==> config.mk <==
export PLATFORM = sky130hd
export DESIGN_NAME = bounded_fifo_with_peek_clear_shutdown
export DESIGN_NICKNAME = d
export VERILOG_FILES = /design/src/hw/rtl/bfifo_pkg.sv /design/src/hw/rtl/bfifo_ram.sv /design/src/hw/rtl/bfifo_ctrl.sv /design/src/hw/rtl/bfifo_dp.sv /design/src/hw/rtl/bounded_fifo_with_peek_clear_shutdown.sv
export SDC_FILE = /design/constraint.sdc
export NUM_CORES = 1
export LEC_CHECK = 0
export BUFFER_PORTS_ARGS = -buffer_cell sky130_fd_sc_hd__buf_2
export CAP_MARGIN = 20
export CORE_UTILIZATION = 50
export DETAILED_ROUTE_END_ITERATION = 8
export GPL_ROUTABILITY_DRIVEN = 0
export MAX_ROUTING_LAYER = met4
export PLACE_DENSITY_LB_ADDON = 0.2
export SETUP_SLACK_MARGIN = 0.4
export SLEW_MARGIN = 20
export SYNTH_ARGS = -nofsm -noshare
export SYNTH_HDL_FRONTEND = slang
export SYNTH_HIERARCHICAL = 1
export SYNTH_SLANG_ARGS = --single-unit
==> constraint.sdc <==
create_clock -name clock -period 7.6 [get_ports clock]
set_clock_uncertainty 0.1 [all_clocks]
set_input_delay 0.38 -clock clock [delete_from_list [all_inputs] [get_ports clock]]
set_output_delay 0.38 -clock clock [all_outputs]
set_load 0.02 [all_outputs]
==> src/hw/rtl/bfifo_pkg.sv <==
// Shared constants, codes and control types of the bounded FIFO block.
`default_nettype none

package bfifo_pkg;

   localparam int DEPTH      = 16;
   localparam int DATA_WIDTH = 32;

   localparam int PTR_W     = $clog2(DEPTH);
   localparam int CNT_W     = $clog2(DEPTH + 1);
   localparam int CAP_W     = 5;
   localparam int CNT_OUT_W = 5;
   localparam int ARITH_W   = (CNT_W > CAP_W) ? CNT_W : CAP_W;
   localparam int CMD_W     = 3;
   localparam int STAT_W    = 2;

   localparam logic [CAP_W-1:0] CAP_RESET = CAP_W'(16);

   localparam logic [CMD_W-1:0] CMD_PUT      = 3'd0;
   localparam logic [CMD_W-1:0] CMD_GET      = 3'd1;
   localparam logic [CMD_W-1:0] CMD_PEEK     = 3'd2;
   localparam logic [CMD_W-1:0] CMD_CLEAR    = 3'd3;
   localparam logic [CMD_W-1:0] CMD_SHUTDOWN = 3'd4;

   localparam logic [STAT_W-1:0] ST_OK    = 2'd0;
   localparam logic [STAT_W-1:0] ST_FULL  = 2'd1;
   localparam logic [STAT_W-1:0] ST_EMPTY = 2'd2;
   localparam logic [STAT_W-1:0] ST_DOWN  = 2'd3;

   // Commands from the controller to the datapath.
   typedef struct packed {
      logic capture;   // latch the request word and start the slot read
      logic execute;   // apply the command and load the response register
   } dp_ctl_type;

endpackage

`default_nettype wire

==> src/hw/rtl/bfifo_ram.sv <==
// Generic single-write, single-read RAM with a registered read port.
`default_nettype none

module bfifo_ram #(
   parameter int WIDTH = 32,
   parameter int DEPTH = 16
) (
   input  wire logic                     clock,
   input  wire logic                     wr_en,
   input  wire logic [$clog2(DEPTH)-1:0] wr_addr,
   input  wire logic [WIDTH-1:0]         wr_data,
   input  wire logic                     rd_en,
   input  wire logic [$clog2(DEPTH)-1:0] rd_addr,
   output logic      [WIDTH-1:0]         rd_data
);

   logic [WIDTH-1:0] mem_ff [DEPTH];
   logic [WIDTH-1:0] rd_data_ff;

   always_ff @(posedge clock) begin
      if (wr_en) begin
         mem_ff[wr_addr] <= wr_data;
      end
      if (rd_en) begin
         rd_data_ff <= mem_ff[rd_addr];
      end
   end

   assign rd_data = rd_data_ff;

endmodule

`default_nettype wire

==> src/hw/rtl/bfifo_ctrl.sv <==
// Controller state machine that sequences one FIFO command at a time.
`default_nettype none

module bfifo_ctrl (
   input  wire logic                  clock,
   input  wire logic                  reset,
   input  wire logic                  req_valid,
   output logic                       req_stall,
   output logic                       rsp_valid,
   input  wire logic                  rsp_stall,
   output bfifo_pkg::dp_ctl_type      ctl
);

   import bfifo_pkg::*;

   localparam logic S_IDLE = 1'b0;
   localparam logic S_EXEC = 1'b1;

   logic state_ff;
   logic state_in;
   logic rsp_valid_ff;
   logic rsp_valid_in;
   logic rsp_free;

   // The response register can take a new word when empty or being drained.
   assign rsp_free = !rsp_valid_ff || !rsp_stall;

   always_comb begin
      state_in    = state_ff;
      req_stall   = 1'b1;
      ctl.capture = 1'b0;
      ctl.execute = 1'b0;
      unique case (state_ff)
         S_IDLE: begin
            req_stall = 1'b0;
            if (req_valid) begin
               ctl.capture = 1'b1;
               state_in    = S_EXEC;
            end
         end
         S_EXEC: begin
            if (rsp_free) begin
               ctl.execute = 1'b1;
               state_in    = S_IDLE;
            end
         end
         default: begin
            state_in = S_IDLE;
         end
      endcase
   end

   assign rsp_valid_in = ctl.execute || (rsp_valid_ff && rsp_stall);

   always_ff @(posedge clock) begin
      if (reset) begin
         state_ff     <= S_IDLE;
         rsp_valid_ff <= 1'b0;
      end else begin
         state_ff     <= state_in;
         rsp_valid_ff <= rsp_valid_in;
      end
   end

   assign rsp_valid = rsp_valid_ff;

endmodule

`default_nettype wire

==> src/hw/rtl/bfifo_dp.sv <==
// Datapath: capacity register, pointers, count, slot memory and response word.
`default_nettype none

module bfifo_dp (
   input  wire logic                                clock,
   input  wire logic                                reset,
   input  wire bfifo_pkg::dp_ctl_type               ctl,
   input  wire logic [bfifo_pkg::CMD_W-1:0]         req_command,
   input  wire logic [bfifo_pkg::DATA_WIDTH-1:0]    req_write_data,
   input  wire logic                                csr_valid,
   output logic                                     csr_ready,
   input  wire logic [bfifo_pkg::CAP_W-1:0]         csr_capacity,
   output logic      [bfifo_pkg::DATA_WIDTH-1:0]    rsp_read_data,
   output logic      [bfifo_pkg::STAT_W-1:0]        rsp_status,
   output logic      [bfifo_pkg::CNT_OUT_W-1:0]     rsp_fill_count,
   output logic      [bfifo_pkg::CNT_OUT_W-1:0]     rsp_room_left,
   output logic                                     rsp_full_flag,
   output logic                                     rsp_empty_flag,
   output logic                                     rsp_running_flag
);

   import bfifo_pkg::*;

   localparam logic [ARITH_W-1:0] DEPTH_A  = ARITH_W'(DEPTH);
   localparam logic [PTR_W-1:0]   PTR_LAST = PTR_W'(DEPTH - 1);

   logic [CMD_W-1:0]      cmd_ff;
   logic [DATA_WIDTH-1:0] wdata_ff;
   logic [CAP_W-1:0]      capacity_ff;
   logic [PTR_W-1:0]      head_ff;
   logic [PTR_W-1:0]      head_in;
   logic [PTR_W-1:0]      tail_ff;
   logic [PTR_W-1:0]      tail_in;
   logic [CNT_W-1:0]      count_ff;
   logic [CNT_W-1:0]      count_in;
   logic                  running_ff;
   logic                  running_in;

   logic [DATA_WIDTH-1:0] rd_word_ff;
   logic [DATA_WIDTH-1:0] rd_word_in;
   logic [STAT_W-1:0]     status_ff;
   logic [STAT_W-1:0]     status_in;
   logic [CNT_OUT_W-1:0]  fill_ff;
   logic [CNT_OUT_W-1:0]  fill_in;
   logic [CNT_OUT_W-1:0]  room_ff;
   logic [CNT_OUT_W-1:0]  room_in;
   logic                  full_ff;
   logic                  full_in;
   logic                  empty_ff;
   logic                  empty_in;
   logic                  run_flag_ff;

   logic [ARITH_W-1:0]    cap_ext;
   logic [ARITH_W-1:0]    cap_eff;
   logic [ARITH_W-1:0]    count_ext;
   logic [ARITH_W-1:0]    count_new_ext;
   logic                  wr_en;
   logic [DATA_WIDTH-1:0] slot_data;

   assign csr_ready = 1'b1;

   // Capacity above the storage depth saturates to the depth.
   assign cap_ext   = ARITH_W'(capacity_ff);
   assign cap_eff   = (cap_ext > DEPTH_A) ? DEPTH_A : cap_ext;
   assign count_ext = ARITH_W'(count_ff);

   bfifo_ram #(
      .WIDTH (DATA_WIDTH),
      .DEPTH (DEPTH)
   ) u_slots (
      .clock   (clock),
      .wr_en   (wr_en),
      .wr_addr (tail_ff),
      .wr_data (wdata_ff),
      .rd_en   (ctl.capture),
      .rd_addr (head_ff),
      .rd_data (slot_data)
   );

   always_comb begin
      head_in    = head_ff;
      tail_in    = tail_ff;
      count_in   = count_ff;
      running_in = running_ff;
      wr_en      = 1'b0;
      rd_word_in = '0;
      status_in  = ST_OK;
      unique case (cmd_ff) inside
         CMD_PUT: begin
            if (!running_ff) begin
               status_in = ST_DOWN;
            end else if (count_ext >= cap_eff) begin
               status_in = ST_FULL;
            end else begin
               wr_en    = ctl.execute;
               tail_in  = (tail_ff == PTR_LAST) ? '0 : tail_ff + PTR_W'(1);
               count_in = count_ff + CNT_W'(1);
            end
         end
         CMD_GET, CMD_PEEK: begin
            if (!running_ff) begin
               status_in = ST_DOWN;
            end else if (count_ff == '0) begin
               status_in = ST_EMPTY;
            end else begin
               rd_word_in = slot_data;
               if (cmd_ff == CMD_GET) begin
                  head_in  = (head_ff == PTR_LAST) ? '0 : head_ff + PTR_W'(1);
                  count_in = count_ff - CNT_W'(1);
               end
            end
         end
         CMD_CLEAR: begin
            head_in  = '0;
            tail_in  = '0;
            count_in = '0;
         end
         CMD_SHUTDOWN: begin
            if (running_ff) begin
               running_in = 1'b0;
               head_in    = '0;
               tail_in    = '0;
               count_in   = '0;
            end
         end
         default: begin
         end
      endcase
   end

   assign count_new_ext = ARITH_W'(count_in);
   assign fill_in  = CNT_OUT_W'(count_new_ext);
   assign room_in  = (count_new_ext > cap_eff) ? '0 : CNT_OUT_W'(cap_eff - count_new_ext);
   assign full_in  = (count_new_ext >= cap_eff);
   assign empty_in = (count_in == '0);

   always_ff @(posedge clock) begin
      if (reset) begin
         capacity_ff <= CAP_RESET;
         head_ff     <= '0;
         tail_ff     <= '0;
         count_ff    <= '0;
         running_ff  <= 1'b1;
      end else begin
         if (csr_valid) begin
            capacity_ff <= csr_capacity;
         end
         if (ctl.execute) begin
            head_ff    <= head_in;
            tail_ff    <= tail_in;
            count_ff   <= count_in;
            running_ff <= running_in;
         end
      end
   end

   always_ff @(posedge clock) begin
      if (ctl.capture) begin
         cmd_ff   <= req_command;
         wdata_ff <= req_write_data;
      end
      if (ctl.execute) begin
         rd_word_ff  <= rd_word_in;
         status_ff   <= status_in;
         fill_ff     <= fill_in;
         room_ff     <= room_in;
         full_ff     <= full_in;
         empty_ff    <= empty_in;
         run_flag_ff <= running_in;
      end
   end

   assign rsp_read_data    = rd_word_ff;
   assign rsp_status       = status_ff;
   assign rsp_fill_count   = fill_ff;
   assign rsp_room_left    = room_ff;
   assign rsp_full_flag    = full_ff;
   assign rsp_empty_flag   = empty_ff;
   assign rsp_running_flag = run_flag_ff;

endmodule

`default_nettype wire

==> src/hw/rtl/bounded_fifo_with_peek_clear_shutdown.sv <==
// Top level of the bounded FIFO with put, get, peek, clear and shutdown commands.
`default_nettype none

// This block is a circular FIFO of 32-bit words whose capacity is set at run
// time through the csr port (1 to 16 words, values above the storage depth act
// as the depth, zero makes every put report full). Each request word carries one
// command and produces exactly one response word with the read data, a status,
// the fill count, the room left and the full, empty and running flags. A command
// that cannot proceed never waits: it reports full, empty or not operational and
// leaves the queue untouched. Clear works at any time, also after shutdown, and
// shutdown empties the queue and holds it down until reset. A command has a
// capture step, where the request is accepted and the head slot is read from
// the slot RAM, whose read port is registered, and an execute step, where the
// command is applied and the response register is loaded; no new command is
// accepted until the execute step of the last one is done. A new request is
// accepted while the previous response still waits in its register; the block
// only holds in its execute step when that register is occupied and stalled.
// The slot RAM is never cleared, so no clearing pass follows reset; capacity
// may be written whenever the block is idle, and the csr port is always ready.
module bounded_fifo_with_peek_clear_shutdown (
   input  wire logic                                clock,
   input  wire logic                                reset,
   input  wire logic                                req_valid,
   output logic                                     req_stall,
   input  wire logic [bfifo_pkg::CMD_W-1:0]         req_command,
   input  wire logic [bfifo_pkg::DATA_WIDTH-1:0]    req_write_data,
   output logic                                     rsp_valid,
   input  wire logic                                rsp_stall,
   output logic      [bfifo_pkg::DATA_WIDTH-1:0]    rsp_read_data,
   output logic      [bfifo_pkg::STAT_W-1:0]        rsp_status,
   output logic      [bfifo_pkg::CNT_OUT_W-1:0]     rsp_fill_count,
   output logic      [bfifo_pkg::CNT_OUT_W-1:0]     rsp_room_left,
   output logic                                     rsp_full_flag,
   output logic                                     rsp_empty_flag,
   output logic                                     rsp_running_flag,
   input  wire logic                                csr_valid,
   output logic                                     csr_ready,
   input  wire logic [bfifo_pkg::CAP_W-1:0]         csr_capacity
);

   import bfifo_pkg::*;

   // Command strobes from the controller to the datapath.
   dp_ctl_type ctl;

   // The controller owns the request and response handshakes and the response valid bit.
   bfifo_ctrl u_ctrl (
      .clock     (clock),
      .reset     (reset),
      .req_valid (req_valid),
      .req_stall (req_stall),
      .rsp_valid (rsp_valid),
      .rsp_stall (rsp_stall),
      .ctl       (ctl)
   );

   // The datapath holds the queue state, the slot RAM and the response word.
   bfifo_dp u_dp (
      .clock            (clock),
      .reset            (reset),
      .ctl              (ctl),
      .req_command      (req_command),
      .req_write_data   (req_write_data),
      .csr_valid        (csr_valid),
      .csr_ready        (csr_ready),
      .csr_capacity     (csr_capacity),
      .rsp_read_data    (rsp_read_data),
      .rsp_status       (rsp_status),
      .rsp_fill_count   (rsp_fill_count),
      .rsp_room_left    (rsp_room_left),
      .rsp_full_flag    (rsp_full_flag),
      .rsp_empty_flag   (rsp_empty_flag),
      .rsp_running_flag (rsp_running_flag)
   );

endmodule

`default_nettype wire

==> results of run 1 <==
[per-layer routing]
metal | share of wire, % | wire, um | vias to the layer above | track usage (%)
met4 | 2.2 | 1062 | 0 | 6.805
met2 | 50 | 24280 | 341 | 33.26
li1 | - | - | 5257 | -
met5 | 0 | 0 | - | -
met3 | 4.9 | 2366 | 78 | 2.899
met1 | 43 | 20520 | 6128 | 27.07
[logic make-up (layout without fill, tap and decap cells)]
kind of cell               count (synthesis)  after routing
AOI/OAI and AO/OA                        134            134
DFF                                      647            647
adders and majority gates                 15             15
xor gates and xnor gates                   4              4
other                                      1              1
and+or+nand+nor                          181            181
muxes                                    133            133
buffers and inverters                     77            299
[sequential cells by signal (all words and copies together), names as in the netlist]
signal,flops
u_ctrl/rsp_valid,1
u_ctrl/state_ff,1
u_dp/cap_ext,5
u_dp/cmd_ff,3
u_dp/count_ext,5
u_dp/head_ff,4
u_dp/rsp_empty_flag,1
u_dp/rsp_fill_count,5
u_dp/rsp_full_flag,1
u_dp/rsp_read_data,32
u_dp/rsp_room_left,5
u_dp/rsp_running_flag,1
u_dp/rsp_status,2
u_dp/running_ff,1
u_dp/tail_ff,4
u_dp/u_slots/mem_ff,512
u_dp/u_slots/rd_data,32
u_dp/wdata_ff,32
[cells in the mapped netlist (2+ instances only)]
library cell / number
mux4_2: 128
nand2b_1: 8
a22oi_1: 64
o21ai_0: 10
o211ai_1: 4
nand4b_1: 4
a21o_1: 5
buf_1: 10
buf_2: 11
nand2_1: 51
ha_1: 14
edfxtp_1: 626
a211o_1: 2
nor2b_1: 6
a311oi_1: 2
nor3_1: 8
nand3b_1: 3
a31o_2: 2
clkbuf_1: 28
nor2_1: 36
a31oi_1: 5
xor2_1: 3
or3_1: 3
and3_1: 4
a21oi_1: 22
inv_2: 2
inv_1: 16
o2111ai_1: 2
buf_4: 10
mux2i_1: 5
nand3_1: 6
nor4b_2: 2
o21a_1: 2
and2_1: 38
dfxtp_1: 21
[layout make-up]
class | instances | area [um^2] | share of cell area (%)
clock buffer | 87 | 1794 | 6.271
tap | 656 | 820.8 | 2.869
inverter | 18 | 70.07 | 0.2449
sequential | 647 | 19230 | 67.19
multi-input combinational | 468 | 5235 | 18.30
clock inverter | 33 | 255.2 | 0.8921
timing repair buffer | 161 | 1211 | 4.233
[worst max-delay path: cells and delay by family (launching register included)]
kind / cells / cell delay, ps
and+or+nand+nor: 6 / 1960
AOI/OAI and AO/OA: 1 / 340
adders and majority gates: 1 / 210
buffers and inverters: 2 / 590
DFF: 1 / 330
[power by group through the flow]
| stage | Sequential (W) | Clock, W | Combinational (W) |
|---|---|---|---|
| 3_5_place_dp | 0.00408 | 0 | 0.000136 |
| 2_1_floorplan | 0.00407 | 0 | 0.0000754 |
| 6_report | 0.00401 | 0.00308 | 0.000151 |
| 5_1_grt | 0.00401 | 0.00328 | 0.000164 |
| 3_3_place_gp | 0.00408 | 0 | 0.000134 |
| 4_1_cts | 0.00401 | 0.00316 | 0.000153 |
[per-stage QoR]
stage	setup WS, ps	instances	hold slack [ps]
final	3704	2070	105.5
after global routing	3424	2070	116.9
after CTS	3603	2066	77.41
after detailed placement	3631	1904	378.5
after global placement	3660	1901	370.7
after floorplan	884.4	1192	342.4
[timing repair]
item / 4_1_cts / 5_1_grt
setup buffers: 0 / 0
endpoints found under the hold margin: 42 / 0
hold buffers: 42 / 0
[worst min-delay path by stage]
stage                               start         endpoint  slack [ps]  cells past startpoint
after global routing            csr_valid  u_dp/cap_ext[3]         120                      3
after floorplan                     reset  u_ctrl/state_ff         340                      1
final                           csr_valid  u_dp/cap_ext[0]         110                      3
after CTS                       csr_valid  u_dp/cap_ext[3]          80                      3
after detailed placement  u_dp/cap_ext[0]  u_dp/cap_ext[0]         380                      2
after global placement    u_dp/cap_ext[0]  u_dp/cap_ext[0]         370                      2
==> metrics.md, run 1 <==
| Metric | Value |
|---|---|
| Total power | `0.007233 W` |
| Synth-to-layout area growth | `16.08%` |
| Area of the die | `50190 um^2` |
| DRC viols | `0` |
| IO Port Bufs | `93` |
| R2R Setup Slk | `3700 ps` |
| DRT antenna net count | `0` |
| Post-synthesis compound-gate area fraction | `3.868%` |
| Seq pwr share | `55.4%` |
| Gr usage total | `20.55%` |
| Simple-gate area share of the yosys netlist | `3.939%` |
| FP Rows | `80` |
| Rel. slew slack | `29.95%` |
| Max-Cap Viols | `0` |
| Setup CP Type | `reg -> reg` |
| Worst Hold Class | `in -> reg` |
| Layout cell share with drive strength beyond 1 | `26.03%` |
| Final core occ | `59.43%` |
| Launch point of the worst path | `u_dp/cap_ext[4]` |
| Die Y | `224.0 um` |
| CTS sink cnt | `647` |
| Post-Synth Adder-Cell Area | `0.7918%` |
| H-tree Lvls | `3` |
| Post-synth top area share | `76.26%` |
| Via/cell ratio | `5.702` |
| RR Startpoint | `u_dp/cap_ext[4]` |
| DR vias | `11804` |
| Slowest CP cell | `nor2_4` |
| Leakage power | `9.162 nW` |
| Number of I/O pins | `95` |
| Unrepaired setup endpoints after global routing | `false` |
| Cells after Synth | `1192` |
| Mux contribution to synthesized area | `11.90%` |
| Nature of the critical path startpoint | `flop` |
| Post-synth EDFFs | `626` |
| Syn avg cell area | `20.68 um^2` |
| DRT Pass-1 Iters | `5` |
| Synth area leaders | `edfxtp_1 (76%), mux4_2 (12%), a22oi_1 (1.9%), dfxtp_1 (1.7%), and2_1 (0.96%)` |
| Overflow left after global routing | `0` |
| Die width | `224.0 um` |
| ANT cells | `0` |
| Average wire per standard cell | `23.30 um` |
| VDD IR max | `171.0 uV` |
| Vias in the first global route | `12304` |
| Switching Share | `19.61%` |
| CP Cell Sequence | `inv_1 -> nand2_1 -> ha_1 -> or3b_1 -> a311o_1 -> nand2_2 -> and3_1 -> nand3_1 -> nor2_4 -> buf_4` |
| Slowest stage delay, CP | `640 ps` |
| Drt initial violations | `972` |
| Yosys warns | `6` |
| Reg clk slew, reported paths | `60 ps` |
| Req. time, crit path | `7740 ps` |
| Critical path endpoint | `u_dp/u_slots/mem_ff[13][8]` |
| Gate power share | `2.1%` |
| Fmax | `256.7 MHz` |
| Overall routed net length | `48.24 mm` |
| Commonest non-fill, non-tap cell in the layout | `edfxtp_1` |
| Fin Setup TNS | `0 ps` |
| Number of distinct library cells after synthesis | `64` |
| Synthesis-stage register bit count | `647` |
| Worst Tran Pin Value | `1049 ps` |
| Net switching power | `0.001418 W` |
| Post-Syn Area | `24650 um^2` |
| Register-to-Register Path Depth | `10` |
| Outcome | `finished clean` |
| R2R Path End | `u_dp/u_slots/mem_ff[13][8]` |
| Post-synthesis sequential area ratio | `77.97%` |
| Clock buffer depth | `3` |
| Placed cell area | `26050 um^2` |
| Initial antenna violation count | `0` |
| Most frequent cells in the layout | `edfxtp_1 (626), mux4_2 (128), buf_2 (93)` |
| Final setup vio count | `0` |
| Fill cells | `3427` |
| Pin count of the biggest net entering global routing | `85` |
| Final Critical Period | `3896 ps` |
| Syn_nets | `1252` |
| Fin area | `28610 um^2` |
| Core Box Area | `48150 um^2` |
| Largest family of logic cells by synthesized area | `multiplexers` |
| Post-synth top area cell | `edfxtp_1` |
| Root buf cell | `clkbuf_16` |
| Ys flop type | `edfxtp_1` |
| Final Hold Viols | `0` |
| First-pass GRT wire length | `74.07 mm` |
| Int Pwr | `0.005815 W` |
| Slew Limit Fails | `0` |
| PwrDens | `252.8 nW/um^2` |
| Fin crit share | `51.27%` |
| Critical Path Sink Type | `flop` |
| Async SR Flop Fraction | `0%` |
| Initial Util | `51.20%` |
| CP Data Arrival Time | `4030 ps` |
| CTS tree | `yes` |
| Xor and xnor area share after synthesis | `0.1421%` |
| Insertion delay to the later sink of the worst-skew pair | `580 ps` |
| CTS Buf Count | `66` |
| CP Max Fanout | `17` |
| Final #Nets | `1422` |
| Post-CTS Resized | `0` |
| DP HPWL | `27.05 mm` |
| Clock share of power | `42.5%` |
Note: power is estimated with default switching activity, not from simulation.
==> run 2: changes to the inputs <==
==> constraint.sdc (replaced) <==
create_clock -name clock -period 3.3 [get_ports clock]
set_clock_uncertainty 0.1 [all_clocks]
set_input_delay 0.165 -clock clock [delete_from_list [all_inputs] [get_ports clock]]
set_output_delay 0.165 -clock clock [all_outputs]
set_load 0.02 [all_outputs]
==> metrics.md, run 2 (same netlist as run 1, synthesis figures left out) <==
| Metric | Value |
|---|---|
| Outcome | `finished clean` |
| Synth-to-layout area growth | `25.60%` |
| Critical Path Sink Type | `flop` |
| DRC viols | `0` |
| Most frequent cells in the layout | `edfxtp_1 (626), mux4_2 (128), buf_2 (93)` |
| Req. time, crit path | `3500 ps` |
| CTS sink cnt | `647` |
| Drt initial violations | `1401` |
| Number of I/O pins | `95` |
| Rel. slew slack | `31.07%` |
| Launch point of the worst path | `u_dp/cap_ext[4]` |
| Most flops, register | `u_dp/u_slots/mem_ff` |
| Reg clk slew, reported paths | `60 ps` |
| Die Y | `224.0 um` |
| Final setup vio count | `0` |
| PwrDens | `561.6 nW/um^2` |
| Core Box Area | `48150 um^2` |
| Placed Instances | `1950` |
| Pin count of the biggest net entering global routing | `68` |
| ANT cells | `0` |
| Vias in the first global route | `12628` |
| Fin crit share | `99.11%` |
| Dpl ws | `-63.21 ps` |
| Slew Limit Fails | `0` |
| Overflow left after global routing | `0` |
| Via/cell ratio | `5.787` |
| CP Cell Sequence | `inv_6 -> nand2_4 -> ha_4 -> or3b_1 -> a311o_1 -> nand2_2 -> buf_6 -> and3_4 -> buf_6 -> buf_12 -> nand3_4 -> buf_6 -> buf_6 -> nor2_4 -> buf_12 -> buf_12` |
| Crit path buf inv count | `8` |
| Layout cell share with drive strength beyond 1 | `33.42%` |
| Area of the multi-input gates | `5394 um^2` |
| DRT Pass-1 Iters | `5` |
| CP top delay family | `buffers and inverters` |
| Fill cells | `3158` |
| Area of the die | `50190 um^2` |
| Final Critical Period | `3271 ps` |
| Leakage power | `10.16 nW` |
| Placed cell area | `26750 um^2` |
| Final Hold Viols | `0` |
| Gr usage total | `21.84%` |
| Worst path depth | `16` |
| R2R Setup Slk | `30 ps` |
| Setup CP Type | `reg -> reg` |
| Most used cell, CP | `buf_6` |
| Insertion delay to the later sink of the worst-skew pair | `600 ps` |
| Register-to-Register Path Depth | `16` |
| Nature of the critical path startpoint | `flop` |
| IO Port Bufs | `93` |
| Critical path endpoint | `u_dp/u_slots/mem_ff[14][18]` |
| FP Rows | `80` |
| Slowest CP cell | `dfxtp_4` |
| CP Max Fanout | `7` |
| Die width | `224.0 um` |
| Unrepaired setup endpoints after global routing | `true` |
| Fmax | `305.7 MHz` |
| Max-Cap Viols | `0` |
| DR vias | `12680` |
| Overall routed net length | `55.92 mm` |
| Initial antenna violation count | `1` |
| Root buf cell | `clkbuf_16` |
| Initial Util | `51.20%` |
| WHS | `175.7 ps` |
| Commonest non-fill, non-tap cell in the layout | `edfxtp_1` |
| R2R Path End | `u_dp/u_slots/mem_ff[14][18]` |
| Clock buffer depth | `3` |
| Max FFs per register | `512` |
| First-pass GRT wire length | `77.67 mm` |
| Average wire per standard cell | `25.52 um` |
| Final Non-Filler Cells | `2191` |
| DP HPWL | `28.02 mm` |
| Worst Hold Class | `in -> reg` |
| CTS Buf Count | `68` |
| Worst Tran Pin Value | `1034 ps` |
| Final #Nets | `1546` |
| Reg area | `19240 um^2` |
| Slowest stage delay, CP | `360 ps` |
| Fin Setup TNS | `0 ps` |
| VDD IR max | `335.2 uV` |
| CTS tree | `yes` |
| Fin area | `30960 um^2` |
| DRT antenna net count | `0` |
| Final worst setup slack | `29.30 ps` |
| RR Startpoint | `u_dp/cap_ext[4]` |
| H-tree Lvls | `3` |
| CP Data Arrival Time | `3470 ps` |
==> run 2: repair_timing <==
action / 4_1_cts / 5_1_grt
gates resized for setup: 44 / 42
cloned: 6 / 25
setup buffers: 23 / 13
hold buffers: 55 / 0
endpoints found under the hold margin: 54 / 0
pin swaps: 11 / 10
endpoints found under the setup margin: 518 / 518
==> run 2: area by class of cell <==
| class | instances | share of cell area, % |
|---|---|---|
| Inverter | 18 | 0.2425 |
| Timing Repair Buffer | 283 | 10.21 |
| Clock buffer | 86 | 6.119 |
| Tap cell | 656 | 2.651 |
| Multi-Input combinational cell | 468 | 17.42 |
| Clock inverter | 33 | 1.220 |
| Sequential cell | 647 | 62.13 |
==> run 2: how the worst min path moves through the flow <==
stage,depth (start not counted),to,slack (ps),start
floorplan,1,u_ctrl/state_ff,120,reset
global placement,1,u_dp/wdata_ff[22],240,req_write_data[22]
detailed placement,1,u_dp/wdata_ff[22],240,req_write_data[22]
CTS,2,u_dp/wdata_ff[22],130,req_write_data[22]
global route,2,u_dp/wdata_ff[22],150,req_write_data[22]
finish,2,u_dp/wdata_ff[21],180,req_write_data[21]
==> run 2: layer usage <==
layer / vias to the layer above / routed length, um / global-route usage, %
met5: - / 0 / -
met4: 0 / 1408 / 7.424
met3: 104 / 3453 / 4.224
met2: 425 / 27920 / 34.42
met1: 6632 / 23130 / 28.76
li1: 5519 / - / -
==> run 2: power breakdown <==
part           switching, W  total, W  internal [W]
clock network       0.00305   0.00773       0.00469
registers          0.000114   0.00922       0.00910
logic              0.000237  0.000436      0.000199
==> run 2: through the flow <==
step	utilization (%)	power [W]
6_report	64.30	0.01739
5_1_grt	64.30	0.01786
4_1_cts	62.59	0.01752
3_5_place_dp	55.56	0.009737
3_3_place_gp	55.56	0.009721
2_1_floorplan	-	0.009562
==> run 3: changes to the inputs <==
--- a/config.mk
+++ b/config.mk
@@ -8,6 +8,7 @@
 export BUFFER_PORTS_ARGS = -buffer_cell sky130_fd_sc_hd__buf_2
 export CAP_MARGIN = 20
 export CORE_UTILIZATION = 50
+export CTS_CLUSTER_DIAMETER = 200
 export DETAILED_ROUTE_END_ITERATION = 8
 export GPL_ROUTABILITY_DRIVEN = 0
 export MAX_ROUTING_LAYER = met4
@@ -16,5 +17,4 @@
 export SLEW_MARGIN = 20
 export SYNTH_ARGS = -nofsm -noshare
 export SYNTH_HDL_FRONTEND = slang
-export SYNTH_HIERARCHICAL = 1
 export SYNTH_SLANG_ARGS = --single-unit
==> metrics.md, run 3 <==
| Metric | Value |
|---|---|
| Fin Setup TNS | `0 ps` |
| Ys flop type | `edfxtp_1` |
| Post-synth top area cell | `edfxtp_1` |
| Pin count of the biggest net entering global routing | `61` |
| Fill cells | `3107` |
| CP Max Fanout | `6` |
| Final #Nets | `1482` |
| VDD IR max | `355.0 uV` |
| Async SR Flop Fraction | `0%` |
| Overall routed net length | `59.90 mm` |
| Insertion delay to the later sink of the worst-skew pair | `590 ps` |
| Yosys warns | `0` |
| Fmax | `321.6 MHz` |
| CTS tree | `yes` |
| Layout cell share with drive strength beyond 1 | `37.38%` |
| Placed Instances | `1866` |
| DR vias | `12338` |
| Post-synth top area share | `76.31%` |
| Cells after Synth | `1114` |
| Number of distinct library cells after synthesis | `57` |
| Area of the die | `50160 um^2` |
| DRC viols | `0` |
| Die width | `224.0 um` |
| Syn_nets | `1177` |
| Dpl ws | `-29.61 ps` |
| Reg clk slew, reported paths | `60 ps` |
| CP Data Arrival Time | `3340 ps` |
| PwrDens | `558.1 nW/um^2` |
| Final worst setup slack | `190.8 ps` |
| DRT antenna net count | `0` |
| Unrepaired setup endpoints after global routing | `true` |
| Synth area leaders | `edfxtp_1 (76%), mux4_2 (15%), dfxtp_1 (1.7%), ha_1 (0.86%), and2_1 (0.84%)` |
| DP HPWL | `26.49 mm` |
| Post-Syn Area | `24630 um^2` |
| Area of the multi-input gates | `5507 um^2` |
| Slew Limit Fails | `0` |
| Drt initial violations | `1291` |
| Critical Path Sink Type | `flop` |
| Most frequent cells in the layout | `edfxtp_1 (626), mux4_2 (160), clkbuf_16 (97)` |
| Commonest non-fill, non-tap cell in the layout | `edfxtp_1` |
| Nature of the critical path startpoint | `flop` |
| Worst Tran Pin Value | `1074 ps` |
| CTS Buf Count | `66` |
| Post-synthesis sequential area ratio | `78.02%` |
| Average wire per standard cell | `28.22 um` |
| Final Non-Filler Cells | `2123` |
| Synth-to-layout area growth | `26.70%` |
| Outcome | `finished clean` |
| Post-synth EDFFs | `626` |
| Number of I/O pins | `95` |
| Via/cell ratio | `5.812` |
| Synth cell count leaders | `edfxtp_1 (626), mux4_2 (160), clkbuf_1 (34)` |
| Initial Util | `51.16%` |
| Root buf cell | `clkbuf_16` |
| Die Y | `224.0 um` |
| Worst Hold Class | `in -> reg` |
| CTS sink cnt | `647` |
| Max FFs per register | `512` |
| Syn avg cell area | `22.11 um^2` |
| Max-Cap Viols | `0` |
| Initial antenna violation count | `2` |
| FP Rows | `80` |
| Fin crit share | `94.22%` |
| Core Box Area | `48150 um^2` |
| Final Hold Viols | `0` |
| Setup CP Type | `reg -> reg` |
| First-pass GRT wire length | `76.58 mm` |
| Leakage power | `10.19 nW` |
| Clock buffer depth | `3` |
| Req. time, crit path | `3530 ps` |
| Most flops, register | `u_dp.u_slots.mem_ff` |
| Synthesis-stage register bit count | `647` |
| Final core occ | `64.82%` |
| Cell with the most instances after synthesis | `edfxtp_1` |
| Overflow left after global routing | `0` |
| Final Critical Period | `3109 ps` |
| Reg area | `19230 um^2` |
| Rel. slew slack | `28.40%` |
| IO Port Bufs | `93` |
| Vias in the first global route | `12122` |
| Final setup vio count | `0` |
| H-tree Lvls | `3` |
| Gr usage total | `21.95%` |
| DRT Pass-1 Iters | `6` |
-- run 3: cell types whose count changed in the layout (fill, tap and decap cells not counted), moves of 5 or more --
| cell | delta |
|---|---|
| clkbuf_1 | +9 |
| clkbuf_16 | +7 |
| nand2_1 | -25 |
| clkinv_1 | -5 |
| a22oi_1 | -63 |
| mux4_2 | +32 |
| buf_4 | -9 |
| buf_12 | +10 |
-- run 3: kinds of logic after synthesis --
| family | synth area share (%) |
|---|---|
| simple gates | 2.982 |
| other cells | 0.01522 |
| compound gates | 1.808 |
| buf+inv | 1.219 |
| xor+xnor | 0.1778 |
| fa+ha+maj | 0.9448 |
| flops | 78.02 |
| mux | 14.83 |
-- run 3: worst paths after layout --
| check | startpoint | end | slack, ps | depth (start not counted) |
|---|---|---|---|---|
| max reg2reg | u_dp.count_ext[0] | u_dp.rsp_room_left[3] | 190 | 14 |
| min reg2reg | u_dp.u_slots.rd_data[5] | u_dp.rsp_read_data[5] | 420 | 1 |
| max | u_dp.count_ext[0] | u_dp.rsp_room_left[3] | 190 | 14 |
| min | req_write_data[10] | u_dp.wdata_ff[10] | 180 | 2 |
-- run 3: power breakdown --
group	switching, W	internal (W)	total (W)
Clock	0.00300	0.00426	0.00726
Combinational	0.000442	0.000417	0.000859
Sequential	0.000137	0.00916	0.00930
-- run 3: layout make-up --
| class | instances | share of cell area [%] |
|---|---|---|
| clock buffer | 89 | 5.841 |
| multi-input combinational | 394 | 17.64 |
| antenna | 1 | 0.008018 |
| inverter | 19 | 0.2365 |
| clock inverter | 26 | 0.8179 |
| tap | 656 | 2.630 |
| timing repair buffer | 291 | 11.19 |
| sequential | 647 | 61.63 |
-- run 3: timing repair --
action | CTS | global route
gates cloned | 6 | 39
endpoints found under the hold margin | 50 | 0
hold buffers | 55 | 0
resized for setup | 27 | 69
pin swaps | 22 | 19
setup endpoints to repair | 198 | 518
buffers inserted | 15 | 26
-- run 3: metal layers --
metal  part of all wire [%]  global-route usage, %  vias up
met4                    3.7                  7.203        0
met2                     50                  35.26      522
met1                     40                  29.35     6440
met5                      0                      -        -
met3                    6.2                  2.951      126
li1                       -                      -     5250
-- run 3: critical path, cell delays in order (launching register included) --
cell	delay, ps
dfxtp_2	330
inv_2	50
buf_4	140
ha_4	260
nand2b_4	120
a31oi_4	110
o2111a_1	280
and2_4	180
a211oi_4	270
ha_4	240
a21o_1	150
a21o_1	170
a21o_1	190
a21oi_4	190
nor2_1	70
-- run 3: stage by stage --
stage          power (W)  area, um^2  hold WS [ps]
5_1_grt          0.01791       31210         173.1
3_5_place_dp     0.01020       26660         243.1
3_3_place_gp     0.01018       26660         241.4
4_1_cts          0.01749       29730         155.1
6_report         0.01742       31210         184.2
2_1_floorplan   0.009922       24800         163.9
